[src/rtl/c2sd_pkg.sv]
package c2sd_pkg;

  localparam int AngleIterations = 16;
  localparam int AccW = 28;
  localparam int CordW = 40;
  localparam int SqW = 50;
  localparam int RootW = 25;
  localparam int DotW = 47;
  localparam int QW = 22;
  localparam logic [AccW-1:0] HalfTurn = AccW'(16777216);

  function automatic logic [AccW-1:0] atan_entry(input int i);
    logic [AccW-1:0] t;
    case (i)
      0: t = AccW'(4194304);
      1: t = AccW'(2476042);
      2: t = AccW'(1308273);
      3: t = AccW'(664100);
      4: t = AccW'(333339);
      5: t = AccW'(166832);
      6: t = AccW'(83436);
      7: t = AccW'(41721);
      8: t = AccW'(20861);
      9: t = AccW'(10430);
      10: t = AccW'(5215);
      11: t = AccW'(2608);
      12: t = AccW'(1304);
      13: t = AccW'(652);
      14: t = AccW'(326);
      15: t = AccW'(163);
      16: t = AccW'(81);
      17: t = AccW'(41);
      18: t = AccW'(20);
      19: t = AccW'(10);
      20: t = AccW'(5);
      21: t = AccW'(3);
      22: t = AccW'(1);
      23: t = AccW'(1);
      default: t = '0;
    endcase
    return t;
  endfunction

endpackage

[src/rtl/c2sd_div_cell.sv]
module c2sd_div_cell (
  input  logic                          clk,
  input  logic                          en,
  input  logic [4:0]                    step_i,
  input  logic [c2sd_pkg::DotW+c2sd_pkg::RootW-1:0] rem_i,
  input  logic [c2sd_pkg::RootW-1:0]    den_i,
  input  logic [c2sd_pkg::QW-1:0]       q_i,
  output logic [c2sd_pkg::DotW+c2sd_pkg::RootW-1:0] rem_r,
  output logic [c2sd_pkg::QW-1:0]       q_r
);
  localparam int W = c2sd_pkg::DotW + c2sd_pkg::RootW;
  logic [4:0] sh;
  logic [W-1:0] dsh;
  assign sh = 5'(c2sd_pkg::QW - 1) - step_i;
  assign dsh = {(W-c2sd_pkg::RootW)'(0), den_i} << sh;
  always_ff @(posedge clk) begin
    if (en) begin
      if (rem_i >= dsh) begin
        rem_r <= rem_i - dsh;
        q_r   <= {q_i[c2sd_pkg::QW-2:0], 1'b1};
      end else begin
        rem_r <= rem_i;
        q_r   <= {q_i[c2sd_pkg::QW-2:0], 1'b0};
      end
    end
  end
endmodule

[config.mk]
export PLATFORM = sky130hd
export DESIGN_NAME = c2sd_div_cell
export DESIGN_NICKNAME = d
export VERILOG_FILES = /design/src/rtl/c2sd_pkg.sv /design/src/rtl/c2sd_div_cell.sv
export SDC_FILE = /design/constraint.sdc
export NUM_CORES = 1
export LEC_CHECK = 0
export BUFFER_PORTS_ARGS = -buffer_cell sky130_fd_sc_hd__buf_2
export CORE_MARGIN = 2
export CORE_UTILIZATION = 40
export DETAILED_ROUTE_END_ITERATION = 10
export GPL_ROUTABILITY_DRIVEN = 0
export SLEW_MARGIN = 0
export SYNTH_ARGS = -nofsm -noshare
export SYNTH_HDL_FRONTEND = slang
export SYNTH_SLANG_ARGS = --single-unit
[constraint.sdc]
create_clock -name clk -period 6.8 [get_ports clk]
set_clock_uncertainty 0.1 [all_clocks]
set_input_delay 0.68 -clock clk [delete_from_list [all_inputs] [get_ports clk]]
set_output_delay 0.68 -clock clk [all_outputs]
set_load 0.02 [all_outputs]
==> results by group <==
Power
  • Switching part of the total: between 40 and 50%
  • Static leakage: 4.294 nW
  • Power per cell area: 247.9 nW/µm²
  • Int Power: 1.524 mW
  • Flop pwr share: 31.0%
  • Gate power share: 49.9%
  • NetSw: 1.120 mW
  • Clock power share: 19.1%
  • Maximum VDD drop: 0.0001403 V

Synthesis
  • Post-Synthesis Net Count: 1,301
  • Cell area after synthesis: 9080 µm²
  • Yosys Warn Count: 0
  • Synth area leaders: edfxtp_1 31%, nand2_1 8.1%, ha_1 8.0%
  • Number of synthesized flops with an enable pin: between 90 and 100
  • Yosys cell types: between 60 and 70
  • Ys async rst share: 0%
  • Mapped Cells: 1,116
  • Yosys top cell by area: edfxtp_1
  • Yosys reg bits: 94
  • Mean Syn Cell Area: between 8 and 9 µm²
  • Top cell type's share of synthesized area: a little under a third
  • Sequential share of the synthesized area: 31.09%
  • Synth Flop Type: edfxtp_1

Min path
  • HP Class: input port to flop

Place
  • Port-buffer cells: 218
  • Dpl ws: around 1.0 ns
  • HPWL Detailed: 22,850 µm

Detailed routing
  • DRC Markers: 0
  • Post-route ant nets: 0
  • Via Count: 8,949
  • Initial DRC Count: 719
  • DR pass1 iterations: 7
  • Final wirelength: 27,870 µm
  • Vias per cell: 5.639
  • Routed len/inst: 17.56 µm

STA
  • RSZ-0062 raised after global routing: false
  • Final Max Tran Viols: 0
  • Setup ws final: 1.329 ns
  • Setup violators final: 0
  • Slew @ Worst Pin: 0.8362 ns
  • Setup TNS: 0 ns
  • Final hold viol count: 0
  • Fin crit share: 80.45%
  • Slew headroom: between 40% and 50%
  • Fmax: around 0.18 GHz
  • Tmin final: around 5.5 ns

Worst setup path
  • Worst setup EP type: flop
  • CP Class: input port to flop
  • WP data required: ~6.8 ns
  • CP max FO: 74
  • Critical path launch point type: input port
  • CP arrival: between 5 and 6 ns

Clocking
  • Clock-pin slew on the worst setup and hold paths: about 0.07 ns
  • Post-CTS setup buffers: 0
  • CTS buffer count: 9
  • Clk sink count: 94
  • CTS tree: built
  • Clock buffer depth: 2
  • Post-CTS sizing: 0
  • Root buf cell: clkbuf_16
  • Hold_buf cts: 0
  • CTS H-Tree Depth: 3

Global route
  • Antenna violations before repair: 1
  • Grt total ovfl: 0
  • Total Routing Usage GR: 23.10%
  • Largest net degree at the start of global routing: 75
  • First-pass GRT wire length: approximately 44,000 µm
  • Vias in the first global route: 8,186

Run
  • Max Cap Violations: 0

Finish
  • Area growth, synth to finish: 17.51%
  • Commonest cells after routing, fill and taps aside: 217 x buf_2, 195 x nand2_1, 120 x o21ai_0, 104 x a21oi_1, 102 x nor2_1
  • Final nets: 1,481
  • Proportion of layout cells with a drive suffix above 1: around 22%
  • Most common cell after layout, fill and taps aside: buf_2

Floorplan
  • Placement row count: 55
  • Chip Height: around 150 µm
  • Initial Util: 40.47%
  • Core Area: 22,430 µm²
  • Die area: 23,920 µm²
  • Die W: 154.7 µm
  • IO Count: between 200 and 250

Outcome
  • Status: completed
synth_stat cells, drive strengths merged (9+ instances only):
master  number
nand3       17
nand4       22
a211oi       9
o21ai      121
a21o        18
xor2        32
o21a        13
mux2i       27
a31oi       20
nand2b      16
ha          58
buf         12
mux2         9
mux4        11
clkbuf      48
o21bai      12
nor3        19
nor2       102
edfxtp      94
nand2      195
inv         19
nor4         9
a21oi      104
xnor2       38
cell type report:
class | count | area (µm²)
Multi-Input combinational cell | 943 | 5953
Tap cell | 285 | 356.6
Timing Repair Buffer | 229 | 1176
Clock inverter | 7 | 62.56
Clock buffer | 9 | 225.2
Fill cell | 2306 | 11760
Sequential cell | 94 | 2823
Antenna cell | 1 | 2.502
Inverter | 19 | 71.32
cells by family (layout without fill, tap and decap cells):
| group | after synthesis | in the layout | share of synthesized area (%) |
|---|---|---|---|
| and+or+nand+nor | 424 | 424 | 21.01 |
| AOI/OAI and AO/OA | 343 | 343 | 22.31 |
| DFF | 94 | 94 | 31.09 |
| buffers and inverters | 79 | 264 | 3.679 |
| xor gates and xnor gates | 70 | 70 | 6.752 |
| adders and majority gates | 59 | 59 | 8.213 |
| muxes | 47 | 47 | 6.945 |
| other | 0 | 1 | 0 |
routing by layer:
layer  part of all wire (%)  wire (µm)  GRT usage (%)
met3                    6.9       1925          3.811
met4                    1.4        403          5.203
met5                      0          0              0
met2                     43      12010          34.52
met1                     49      13540          34.92
sequential cells by signal, indices dropped and copies added, names as in the netlist:
name and cells:
rem_r 72, q_r 22
path summary, 6_finish.rpt:
path | startpoint | end | slack (ns) | depth (start not counted)
hold / removal | q_i[18] | q_r[19] | 0.39 | 1
setup / recovery | step_i[0] | rem_r[11] | 1.33 | 15
critical path: stages:
cell      delay (ns)
buf_2           0.48
inv_1           0.35
a21oi_1         0.27
mux2i_1         0.13
o21ai_0         0.29
nand2_1         0.13
ha_1            0.37
nand2_1         0.08
nor2_1          0.06
o41ai_1         0.74
a21oi_1         0.20
or2_2           0.42
a211oi_4        0.43
buf_4           0.56
o21ai_0         0.21
power groups by stage:
| stage | clock (mW) | sequential [mW] | combinational [mW] |
|---|---|---|---|
| after global routing | 0.537 | 0.832 | 1.45 |
| after detailed placement | 0 | 0.835 | 1.30 |
| after global placement | 0 | 0.835 | 1.29 |
| after CTS | 0.518 | 0.822 | 1.31 |
| after floorplan | 0 | 0.988 | 0.753 |
| final | 0.505 | 0.820 | 1.32 |
through the flow:
step                      hold slack, ns  util (%)  area (µm²)  total power, mW  cells
after CTS                         0.3796     47.55       10670            2.647   1586
after global placement            0.7564     46.27       10380            2.129   1570
after global routing              0.3782     47.56       10670            2.821   1587
final                             0.3899     47.56       10670            2.645   1587
after detailed placement          0.7587     46.27       10380            2.135   1570
after floorplan                   0.6789         -        9080            1.741   1116
(Power assumes the default switching activity.)
