[config.mk]
export PLATFORM = sky130hd
export DESIGN_NAME = c2sd_isqrt_cell
export DESIGN_NICKNAME = d
export VERILOG_FILES = /design/src/rtl/c2sd_pkg.sv /design/src/rtl/c2sd_isqrt_cell.sv
export SDC_FILE = /design/constraint.sdc
export NUM_CORES = 1
export LEC_CHECK = 0
export BUFFER_PORTS_ARGS = -buffer_cell sky130_fd_sc_hd__buf_2
export CORE_MARGIN = 5
export CORE_UTILIZATION = 40
export DETAILED_ROUTE_END_ITERATION = 6
export GPL_ROUTABILITY_DRIVEN = 0
export PLACE_DENSITY = 0.64
export SETUP_SLACK_MARGIN = 0.05
export SLEW_MARGIN = 20
export SYNTH_ARGS = -nofsm -noshare
export SYNTH_HDL_FRONTEND = slang
export SYNTH_SLANG_ARGS = --single-unit
[constraint.sdc]
create_clock -name clk -period 12.65 [get_ports clk]
set_input_delay 1.8975 -clock clk [delete_from_list [all_inputs] [get_ports clk]]
set_output_delay 1.8975 -clock clk [all_outputs]
set_load 0.05 [all_outputs]
[src/rtl/c2sd_pkg.sv]
package c2sd_pkg;

  localparam int AngleIterations = 16;
  localparam int AccW = 28;
  localparam int CordW = 40;
  localparam int SqW = 50;
  localparam int RootW = 25;
  localparam int DotW = 47;
  localparam int QW = 22;
  localparam logic [AccW-1:0] HalfTurn = AccW'(16777216);

  function automatic logic [AccW-1:0] atan_entry(input int i);
    logic [AccW-1:0] t;
    case (i)
      0: t = AccW'(4194304);
      1: t = AccW'(2476042);
      2: t = AccW'(1308273);
      3: t = AccW'(664100);
      4: t = AccW'(333339);
      5: t = AccW'(166832);
      6: t = AccW'(83436);
      7: t = AccW'(41721);
      8: t = AccW'(20861);
      9: t = AccW'(10430);
      10: t = AccW'(5215);
      11: t = AccW'(2608);
      12: t = AccW'(1304);
      13: t = AccW'(652);
      14: t = AccW'(326);
      15: t = AccW'(163);
      16: t = AccW'(81);
      17: t = AccW'(41);
      18: t = AccW'(20);
      19: t = AccW'(10);
      20: t = AccW'(5);
      21: t = AccW'(3);
      22: t = AccW'(1);
      23: t = AccW'(1);
      default: t = '0;
    endcase
    return t;
  endfunction

endpackage

[src/rtl/c2sd_isqrt_cell.sv]
module c2sd_isqrt_cell (
  input  logic                           clk,
  input  logic                           en,
  input  logic [4:0]                     step_i,
  input  logic [c2sd_pkg::SqW-1:0]       rem_i,
  input  logic [c2sd_pkg::RootW-1:0]     root_i,
  output logic [c2sd_pkg::SqW-1:0]       rem_r,
  output logic [c2sd_pkg::RootW-1:0]     root_r
);
  logic [5:0] sh;
  logic [c2sd_pkg::SqW+1:0] trial;
  logic [c2sd_pkg::SqW+1:0] remw;
  assign sh = 6'(2 * (c2sd_pkg::RootW - 1)) - {step_i, 1'b0};
  always_comb begin
    trial = ({(c2sd_pkg::SqW+2-c2sd_pkg::RootW)'(0), root_i} << (sh + 6'd2))
          | ((c2sd_pkg::SqW+2)'(1) << sh);
    remw = {2'b00, rem_i};
  end
  always_ff @(posedge clk) begin
    if (en) begin
      if (remw >= trial) begin
        rem_r  <= c2sd_pkg::SqW'(remw - trial);
        root_r <= {root_i[c2sd_pkg::RootW-2:0], 1'b1};
      end else begin
        rem_r  <= rem_i;
        root_r <= {root_i[c2sd_pkg::RootW-2:0], 1'b0};
      end
    end
  end
endmodule

==> qor.yml <==
global_route:
  grt_overflow: 0
  grt_max_degree: 76
  antenna_found_initial: 0
  grt_pass1_vias: 7197
  grt_pass1_wl_um: 38520
  track_usage: 0.2184
clocking:
  cts_buffers: 9
  post_cts_buffers: 0
  htree_levels: 3
  cts_root_buffer: "clkbuf_16"
  clk_pin_slew_ns: 0.07
  clock-sinks: 75
  cts.hold.buffers_added: 0
  cts_tree: "yes"
  cts_buffer_depth: 2
  ctsResizeCount: 0
power:
  peakVddDrop_mv: 0.07246
  leakage_nw: 3.821
  p_seq_frac: 0.237
  p_comb_frac: 0.553
  power_frac_clock: 0.211
  power_mw: 1.469
  internal_power_uw: 807.7
  p_per_area_mw_per_mm2: 160.2
  p_sw_uw: 660.8
  switching_share: 0.4500
flow_run:
  drv_cap: 0
synthesis:
  synth-seq-cells: 75
  yosysUniqueCellTypes: 68
  synth_top_area_frac: 0.2874
  synth_area_leaders: "edfxtp_1 29%, ha_1 9.1%, mux2i_1 8.8%"
  synth-seq-area-share: 0.2874
  synth.avg_cell_area_um2: 8.805
  synth_top_flop_cell: "edfxtp_1"
  synth_most_common_cell: "edfxtp_1"
  synth-edff-count: 75
  synth_warnings: 0
  synthCells: 890
  syn_area_mm2: 0.007836
  synth_nets: 1030
  yosys.area.top_type: "edfxtp_1"
  synthArstFlopShare: 0
  synthTopCellsByCount: "75 x edfxtp_1, 73 x a21oi_1, 71 x nand2_1"
floorplanning:
  coreArea_mm2: 0.01940
  fp.dieW_um: 150.0
  start_util: 0.4040
  ios: 157
  rows: 51
  dieArea_mm2: 0.02249
  die_h_um: 150.0
detailed_routing:
  drt_pass1_iterations: 7
  wirelength_um: 25030
  via_count: 7565
  post_drt_wl_per_cell_um: 19.51
  drtIter0Drc: 809
  drc: 0
  final_antenna_net_count: 0
  viasPerCell: 5.896
sta:
  fmax_ghz: 0.1068
  final-setup-viol-count: 0
  relSlewSlack: 0.2471
  slew_violations: 0
  fin_crit_ns: 9.366
  finalHoldViolCount: 0
  rsz0062_at_grt: "false"
  timing.final.ws_setup_ns: 3.284
  finalSetupTns_ns: 0
  worst_slew_pin_slew_ns: 1.128
  period_share: 0.7404
  whs_ns: 1.743
setup_path:
  slowest_stage: "inv_1"
  end_kind: "flip-flop"
  crit_arrival_ns: 9.48
  cp_data_required_time_ns: 12.76
  critical_path.startpoint_type: "primary input"
  slowest_delay_ns: 0.96
  crit_path_frequent_cell: "ha_1"
  critical_path_class: "in2reg"
  critPathMaxFanout: 31
  cp_cell_sequence: "buf_2 -> inv_1 -> ha_1 -> xnor2_2 -> ha_1 -> inv_1 -> mux2i_1 -> o21ai_0 -> a22oi_1 -> ha_1 -> a21oi_1 -> o21ai_0 -> a221o_1 -> a21o_1 -> a2111oi_0 -> o31a_1 -> o31a_1 -> xnor2_1 -> mux2_2"
min_path:
  worstHoldStart: "root_i[14]"
  min_to: "root_r[15]"
  hold_class: "in2reg"
  hold_path_depth: 1
finish:
  multi_input_area_mm2: 0.005303
  design_area_mm2: 0.009166
  drive_above_1_share: 0.2230
  num-fill-cells: 1938
  fin_cells: 1283
  seq_area_mm2: 0.002252
  final_util: 0.4725
  fin_nets: 1153
  syn2layout_area_growth_pct: 16.97
  n_antenna_cell: 0
placed_design:
  dpl.cell_count: 1266
  place_hpwl_um: 19610
  pre_cts_ws_ns: 2.786
  placed_area_mm2: 0.008796
  portBuffers: 156
run_status:
  status: "complete, no violations"
==> cells in the final DEF, fill, tap and decap left out, drive strengths merged, types with 5 or more instances in the layout <==
cell	count
a21boi	5
a21o	26
a21oi	73
a221oi	5
a31oi	22
a32oi	8
and2	10
and3	9
buf	163
clkbuf	9
edfxtp	75
ha	57
inv	23
mux2	33
mux2i	69
nand2	71
nand2b	13
nand3	37
nand3b	6
nand4	15
nor2	64
nor2b	10
nor3	16
o211ai	9
o21a	13
o21ai	43
o21bai	10
o31ai	11
or3	7
xnor2	33
xor2	12
==> cell type report <==
class                      count  area share
sequential                    75      0.2457
inverter                      23    0.009419
tap                          265     0.03617
multi-input combinational    741      0.5785
clock buffer                   9     0.02457
timing repair buffer         163     0.09200
clock inverter                 7     0.01365
==> sequential cells by signal (all words and copies together) (netlist names) <==
name / cells
rem_r: 50
root_r: 25
==> worst max path at each step <==
stage | from | to | slack [ns] | depth (start not counted)
2_1_floorplan | step_i[0] | rem_r[45] | 4.74 | 25
3_3_place_gp | step_i[0] | rem_r[40] | 3.06 | 20
3_5_place_dp | step_i[0] | rem_r[11] | 2.79 | 20
4_1_cts | step_i[0] | rem_r[11] | 3.15 | 20
5_1_grt | step_i[0] | rem_r[11] | 2.78 | 20
6_report | step_i[0] | rem_r[45] | 3.28 | 19
==> routing by layer <==
layer,track usage,part of all wire
met4,0.09149,0.037
met2,0.3402,0.45
met1,0.2849,0.42
met3,0.06087,0.089
met5,0,0
==> kinds of logic (layout without fill, tap and decap cells) <==
family / Yosys count / count (layout) / share of synthesized area
buffers and inverters: 74 / 202 / 0.03752
XOR/XNOR: 45 / 45 / 0.05365
AO/OA/AOI/OAI: 266 / 266 / 0.2248
multiplexers: 102 / 102 / 0.1356
flip-flops: 75 / 75 / 0.2874
adder cells (fa/ha/maj): 58 / 58 / 0.09356
AND/OR/NAND/NOR: 270 / 270 / 0.1675
==> worst max-delay path, delay by kind of cell <==
family	cells	cell delay [ns]
AOI/OAI and AO/OA	9	2.76
buffers and inverters	3	1.93
adders and majority gates	3	1.51
muxes	2	0.70
xor gates and xnor gates	2	0.65
==> power by group through the flow <==
stage	clock network [mW]	logic (mW)	registers, mW
floorplan	0	0.450	0.512
global placement	0	0.797	0.352
detailed placement	0	0.797	0.352
CTS	0.315	0.802	0.348
global route	0.326	0.875	0.351
finish	0.309	0.812	0.348
Power figures use the tool's default switching activity.
