File: src/rtl/c2sd_pkg.sv
package c2sd_pkg;

  localparam int AngleIterations = 16;
  localparam int AccW = 28;
  localparam int CordW = 40;
  localparam int SqW = 50;
  localparam int RootW = 25;
  localparam int DotW = 47;
  localparam int QW = 22;
  localparam logic [AccW-1:0] HalfTurn = AccW'(16777216);

  function automatic logic [AccW-1:0] atan_entry(input int i);
    logic [AccW-1:0] t;
    case (i)
      0: t = AccW'(4194304);
      1: t = AccW'(2476042);
      2: t = AccW'(1308273);
      3: t = AccW'(664100);
      4: t = AccW'(333339);
      5: t = AccW'(166832);
      6: t = AccW'(83436);
      7: t = AccW'(41721);
      8: t = AccW'(20861);
      9: t = AccW'(10430);
      10: t = AccW'(5215);
      11: t = AccW'(2608);
      12: t = AccW'(1304);
      13: t = AccW'(652);
      14: t = AccW'(326);
      15: t = AccW'(163);
      16: t = AccW'(81);
      17: t = AccW'(41);
      18: t = AccW'(20);
      19: t = AccW'(10);
      20: t = AccW'(5);
      21: t = AccW'(3);
      22: t = AccW'(1);
      23: t = AccW'(1);
      default: t = '0;
    endcase
    return t;
  endfunction

endpackage

File: src/rtl/c2sd_cordic_cell.sv
module c2sd_cordic_cell (
  input  logic                              clk,
  input  logic                              en,
  input  logic [4:0]                        step_i,
  input  logic signed [c2sd_pkg::CordW-1:0] x_i,
  input  logic signed [c2sd_pkg::CordW-1:0] y_i,
  input  logic signed [c2sd_pkg::AccW-1:0]  a_i,
  output logic signed [c2sd_pkg::CordW-1:0] x_r,
  output logic signed [c2sd_pkg::CordW-1:0] y_r,
  output logic signed [c2sd_pkg::AccW-1:0]  a_r
);
  logic signed [c2sd_pkg::CordW-1:0] x_nxt, y_nxt;
  logic signed [c2sd_pkg::AccW-1:0] a_nxt;
  always_comb begin
    if (!y_i[c2sd_pkg::CordW-1]) begin
      x_nxt = x_i + (y_i >>> step_i);
      y_nxt = y_i - (x_i >>> step_i);
      a_nxt = a_i + $signed(c2sd_pkg::atan_entry(int'(step_i)));
    end else begin
      x_nxt = x_i - (y_i >>> step_i);
      y_nxt = y_i + (x_i >>> step_i);
      a_nxt = a_i - $signed(c2sd_pkg::atan_entry(int'(step_i)));
    end
  end
  always_ff @(posedge clk) begin
    if (en) begin
      x_r <= x_nxt;
      y_r <= y_nxt;
      a_r <= a_nxt;
    end
  end
endmodule

File: config.mk
export PLATFORM = sky130hd
export DESIGN_NAME = c2sd_cordic_cell
export DESIGN_NICKNAME = d
export VERILOG_FILES = /design/src/rtl/c2sd_pkg.sv /design/src/rtl/c2sd_cordic_cell.sv
export SDC_FILE = /design/constraint.sdc
export NUM_CORES = 1
export LEC_CHECK = 0
export ABC_AREA = 1
export ABC_CLOCK_PERIOD_IN_PS = 7400
export BUFFER_PORTS_ARGS = -buffer_cell sky130_fd_sc_hd__buf_2
export CORE_ASPECT_RATIO = 0.6
export CORE_MARGIN = 2
export CORE_UTILIZATION = 60
export CTS_BUF_LIST = sky130_fd_sc_hd__clkbuf_2
export DETAILED_ROUTE_END_ITERATION = 12
export PLACE_DENSITY = 0.82
export SKIP_CTS_REPAIR_TIMING = 1
export SLEW_MARGIN = 10
export SYNTH_ARGS = -nofsm -noshare
export SYNTH_HDL_FRONTEND = slang
export SYNTH_SLANG_ARGS = --single-unit
export TNS_END_PERCENT = 1
File: constraint.sdc
create_clock -name clk -period 7.4 [get_ports clk]
set_input_delay 1.11 -clock clk [delete_from_list [all_inputs] [get_ports clk]]
set_output_delay 1.11 -clock clk [all_outputs]
set_load 0.005 [all_outputs]
==> run_results.csv <==
group,metric,value,unit
outcome,status,"finished clean",
route,num_vias,20900,
pwr,p_int,0.00172,W
finish,final_nets,3214,
route,drc,0,
global_routing,grt_start_max_net_pins,86,
finish,area_growth_syn_to_layout,7.65,%
route,first_iter_violations,3645,
sta,whs,0.662,ns
pwr,ir_drop,0.142,mV
synthesis,syn-num-nets,3059,
sta,finalMaxSlewViolations,0,
global_routing,grt_pass1_wl,99500,um
pwr,power.leakage,9.38,nW
synthesis,yosysMostFrequentCell,"nand2_1",
synthesis,yosys_warnings,0,
pwr,p_per_area,184,nW/um^2
global_routing,grt-ovfl-total,0,
pwr,p_clk_share,10.1,%
synthesis,syn_area_per_cell,6.08,sq um
critical_path,critPathKind,"input port to register",
synthesis,synth.area.top_cells,"edfxtp_1 19%, nand2_1 19%, nand3_1 13%, ha_1 8.5%, inv_1 6.4%",
sta,hold_viol,0,
die,start_util,61.6,%
worst_hold_path,min_path_type,"input port to register",
pwr,power.switching,0.00168,W
die,core_area,27900,sq um
synthesis,yosys.area.top_type,"edfxtp_1",
critical_path,endpoint,"x_r[31]",
global_routing,grt_use_total,42.3,%
synthesis,yosys.area_share.simple,40.6,%
sta,relSlewSlack,30.2,%
sta,tightestPinTransition,1.04,ns
synthesis,synth_area,17200,sq um
global_routing,grt_pass1_vias,18100,
global_routing,antenna_found_initial,2,
route,ant_nets,0,
die,ios,223,
sta,fin_setup_tns,0,ns
synthesis,synth-seq-cells,108,
die,die_h,135,um
sta,fin_crit_sh,89.3,%
synthesis,synth-edff-count,108,
die,die_area,30000,sq um
critical_path,path_max_fanout,71,
synthesis,ys_seq_area_share,18.9,%
sta,setup_viol,0,
route,dr.pass1.iters,7,
synthesis,synthMuxAreaShare,0,%
critical_path,setup.worst_path.start_class,"input port",
die,rows,47,
synthesis,synth-xor-area-share,8.36,%
placement,portBuffers,222,
synthesis,synth_compound_area_share,13.1,%
clocking,clk_path_buf_depth,2,
critical_path,crit_start,"step_i[0]",
synthesis,async_reset_ff_share,0,%
pwr,p_comb_share,61.7,%
critical_path,cp.arrival,7.27,ns
synthesis,netlist.area_leader.share,18.9,%
route,routedWlPerCell,19.6,um
placement,place.gp.congestion,1.04,
route,drt_wl_total,65600,um
clocking,numClockSinks,108,
flow_run,cap_viol_max_count,0,
route,via_per_inst,6.22,
die,die_x,222,um
sta,grt_setup_unrepaired,"no",
clocking,clock-root-buffer,"clkbuf_2",
synthesis,ys_types,53,
finish,final_layout_size_suffix_gt1_share,10.9,%
synthesis,synth_top_family_by_area,"simple AND/OR/NAND/NOR gates",
critical_path,worstPathRequired,8.06,ns
synthesis,synthTopCellsByCount,"860 x nand2_1, 451 x nand3_1, 294 x inv_1, 228 x nor2_1, 148 x a21oi_1",
sta,fin_crit,6.61,ns
synthesis,synth_cells,2824,
placement,dp_hpwl,53900,um
clocking,path_clk_slew,0.37,ns
synthesis,ys.flop_type,"edfxtp_1",
clocking,cts_tree,"done",
pwr,netSwitchingFraction,49.5,%
clocking,numCtsBuffers,9,
critical_path,cp-end-kind,"register",
finish,fill_cells,2683,
clocking,ctsHtreeMaxLevel,3,
synthesis,synthAdderAreaFrac,8.87,%
sta,max_freq,0.151,GHz
pwr,seqPwrFrac,28.2,%
## metrics by stage
step	cell area [sq um]	power, W	setup slack (ns)	utilization, %	cells
final	18500	0.00340	0.792	66.4	3354
after global routing	18500	0.00359	0.595	66.3	3353
after global placement	18400	0.00291	0.600	65.9	3335
after detailed placement	18400	0.00297	0.480	65.9	3335
after floorplan	17200	0.00231	2.46	-	2824
after CTS	18500	0.00331	1.35	66.3	3351
## power groups by stage
stage	Clock (W)	Sequential, W	Combinational, W
floorplan	0	0.00100	0.00131
global placement	0	0.000967	0.00194
detailed placement	0	0.000975	0.00200
CTS	0.000344	0.000959	0.00201
global route	0.000357	0.000970	0.00226
finish	0.000344	0.000959	0.00210
## cell families (layout without fill, tap and decap cells)
| logic type | after synthesis | count (layout) |
|---|---|---|
| simple gates | 1637 | 1637 |
| compound gates | 389 | 389 |
| fa+ha+maj | 120 | 120 |
| xor+xnor | 164 | 164 |
| flops | 108 | 108 |
| other cells | 0 | 3 |
| buf+inv | 406 | 566 |
## cells in the final DEF (no fill, tap or decap), types with 14 or more instances in the layout
| master | netlist | final |
|---|---|---|
| buf_4 | 12 | 20 |
| nor2_2 | 13 | 14 |
| a31oi_1 | 32 | 32 |
| buf_2 | 34 | 220 |
| nor2_1 | 228 | 227 |
| o211ai_1 | 26 | 26 |
| nand4_1 | 18 | 18 |
| xor2_1 | 103 | 103 |
| nand2_2 | 16 | 16 |
| a21oi_1 | 148 | 148 |
| o21ai_0 | 103 | 103 |
| edfxtp_1 | 108 | 108 |
| inv_1 | 294 | 293 |
| xnor2_1 | 61 | 61 |
| o21ai_1 | 22 | 22 |
| nand3_1 | 451 | 451 |
| nand2_1 | 860 | 860 |
| ha_1 | 117 | 117 |
| nor3_1 | 22 | 22 |
## state kept, by name, indices dropped and copies added (netlist names)
signal,flops
x_r,40
y_r,40
a_r,28
## routing by layer
| metal | routed length (um) | global-route usage, % | vias up |
|---|---|---|---|
| met1 | 27800 | 64.0 | 9328 |
| met4 | 1110 | 7.94 | 0 |
| met2 | 24800 | 56.4 | 1730 |
| met3 | 11900 | 15.8 | 112 |
| met5 | 0 | 0 | - |
| li1 | - | - | 9702 |
## area by class of cell
| type | count | area [sq um] | share of cell area, % |
|---|---|---|---|
| multi-input cells | 2310 | 12200 | 66.0 |
| flip-flops and latches | 108 | 3240 | 17.5 |
| repair buffers | 242 | 1290 | 6.98 |
| inverters | 308 | 1160 | 6.29 |
| well taps | 367 | 459 | 2.48 |
| clock inverters | 6 | 80.1 | 0.433 |
| clock buffers | 10 | 50.0 | 0.271 |
| diodes | 3 | 7.51 | 0.0406 |
## critical path, cell delays in order
cell and delay (ns):
buf_4 0.55, inv_6 0.38, nand2_1 0.21, nand3_1 0.09, nand2_1 0.12, nor2_1 0.05
o21ai_0 0.31, nand2_1 0.10, inv_1 0.07, nand2_1 0.11, nor2_1 0.13, nand2_1 0.17
nor2_4 0.29, nand2_2 0.12, nand2_1 0.11, o21ai_1 0.10, xnor2_1 0.14, ha_1 0.37
nand2_1 0.13, nor2_1 0.12, inv_1 0.07, nor3_1 0.78, a21oi_1 0.22, o21ai_0 0.61
a31oi_1 0.28, o21ai_0 0.27, xor2_1 0.18
## worst min-delay path by stage
stage / from / to / slack, ns / cells past startpoint
final: y_i[0] / y_r[0] / 0.66 / 2
after global routing: y_i[0] / y_r[0] / 0.63 / 2
after CTS: y_i[0] / y_r[0] / 0.59 / 2
after detailed placement: y_r[26] / y_r[26] / 1.50 / 1
after global placement: a_i[1] / a_r[1] / 1.49 / 2
after floorplan: en / a_r[0] / 1.22 / 0
No activity file was read; power rests on OpenSTA's default activity.
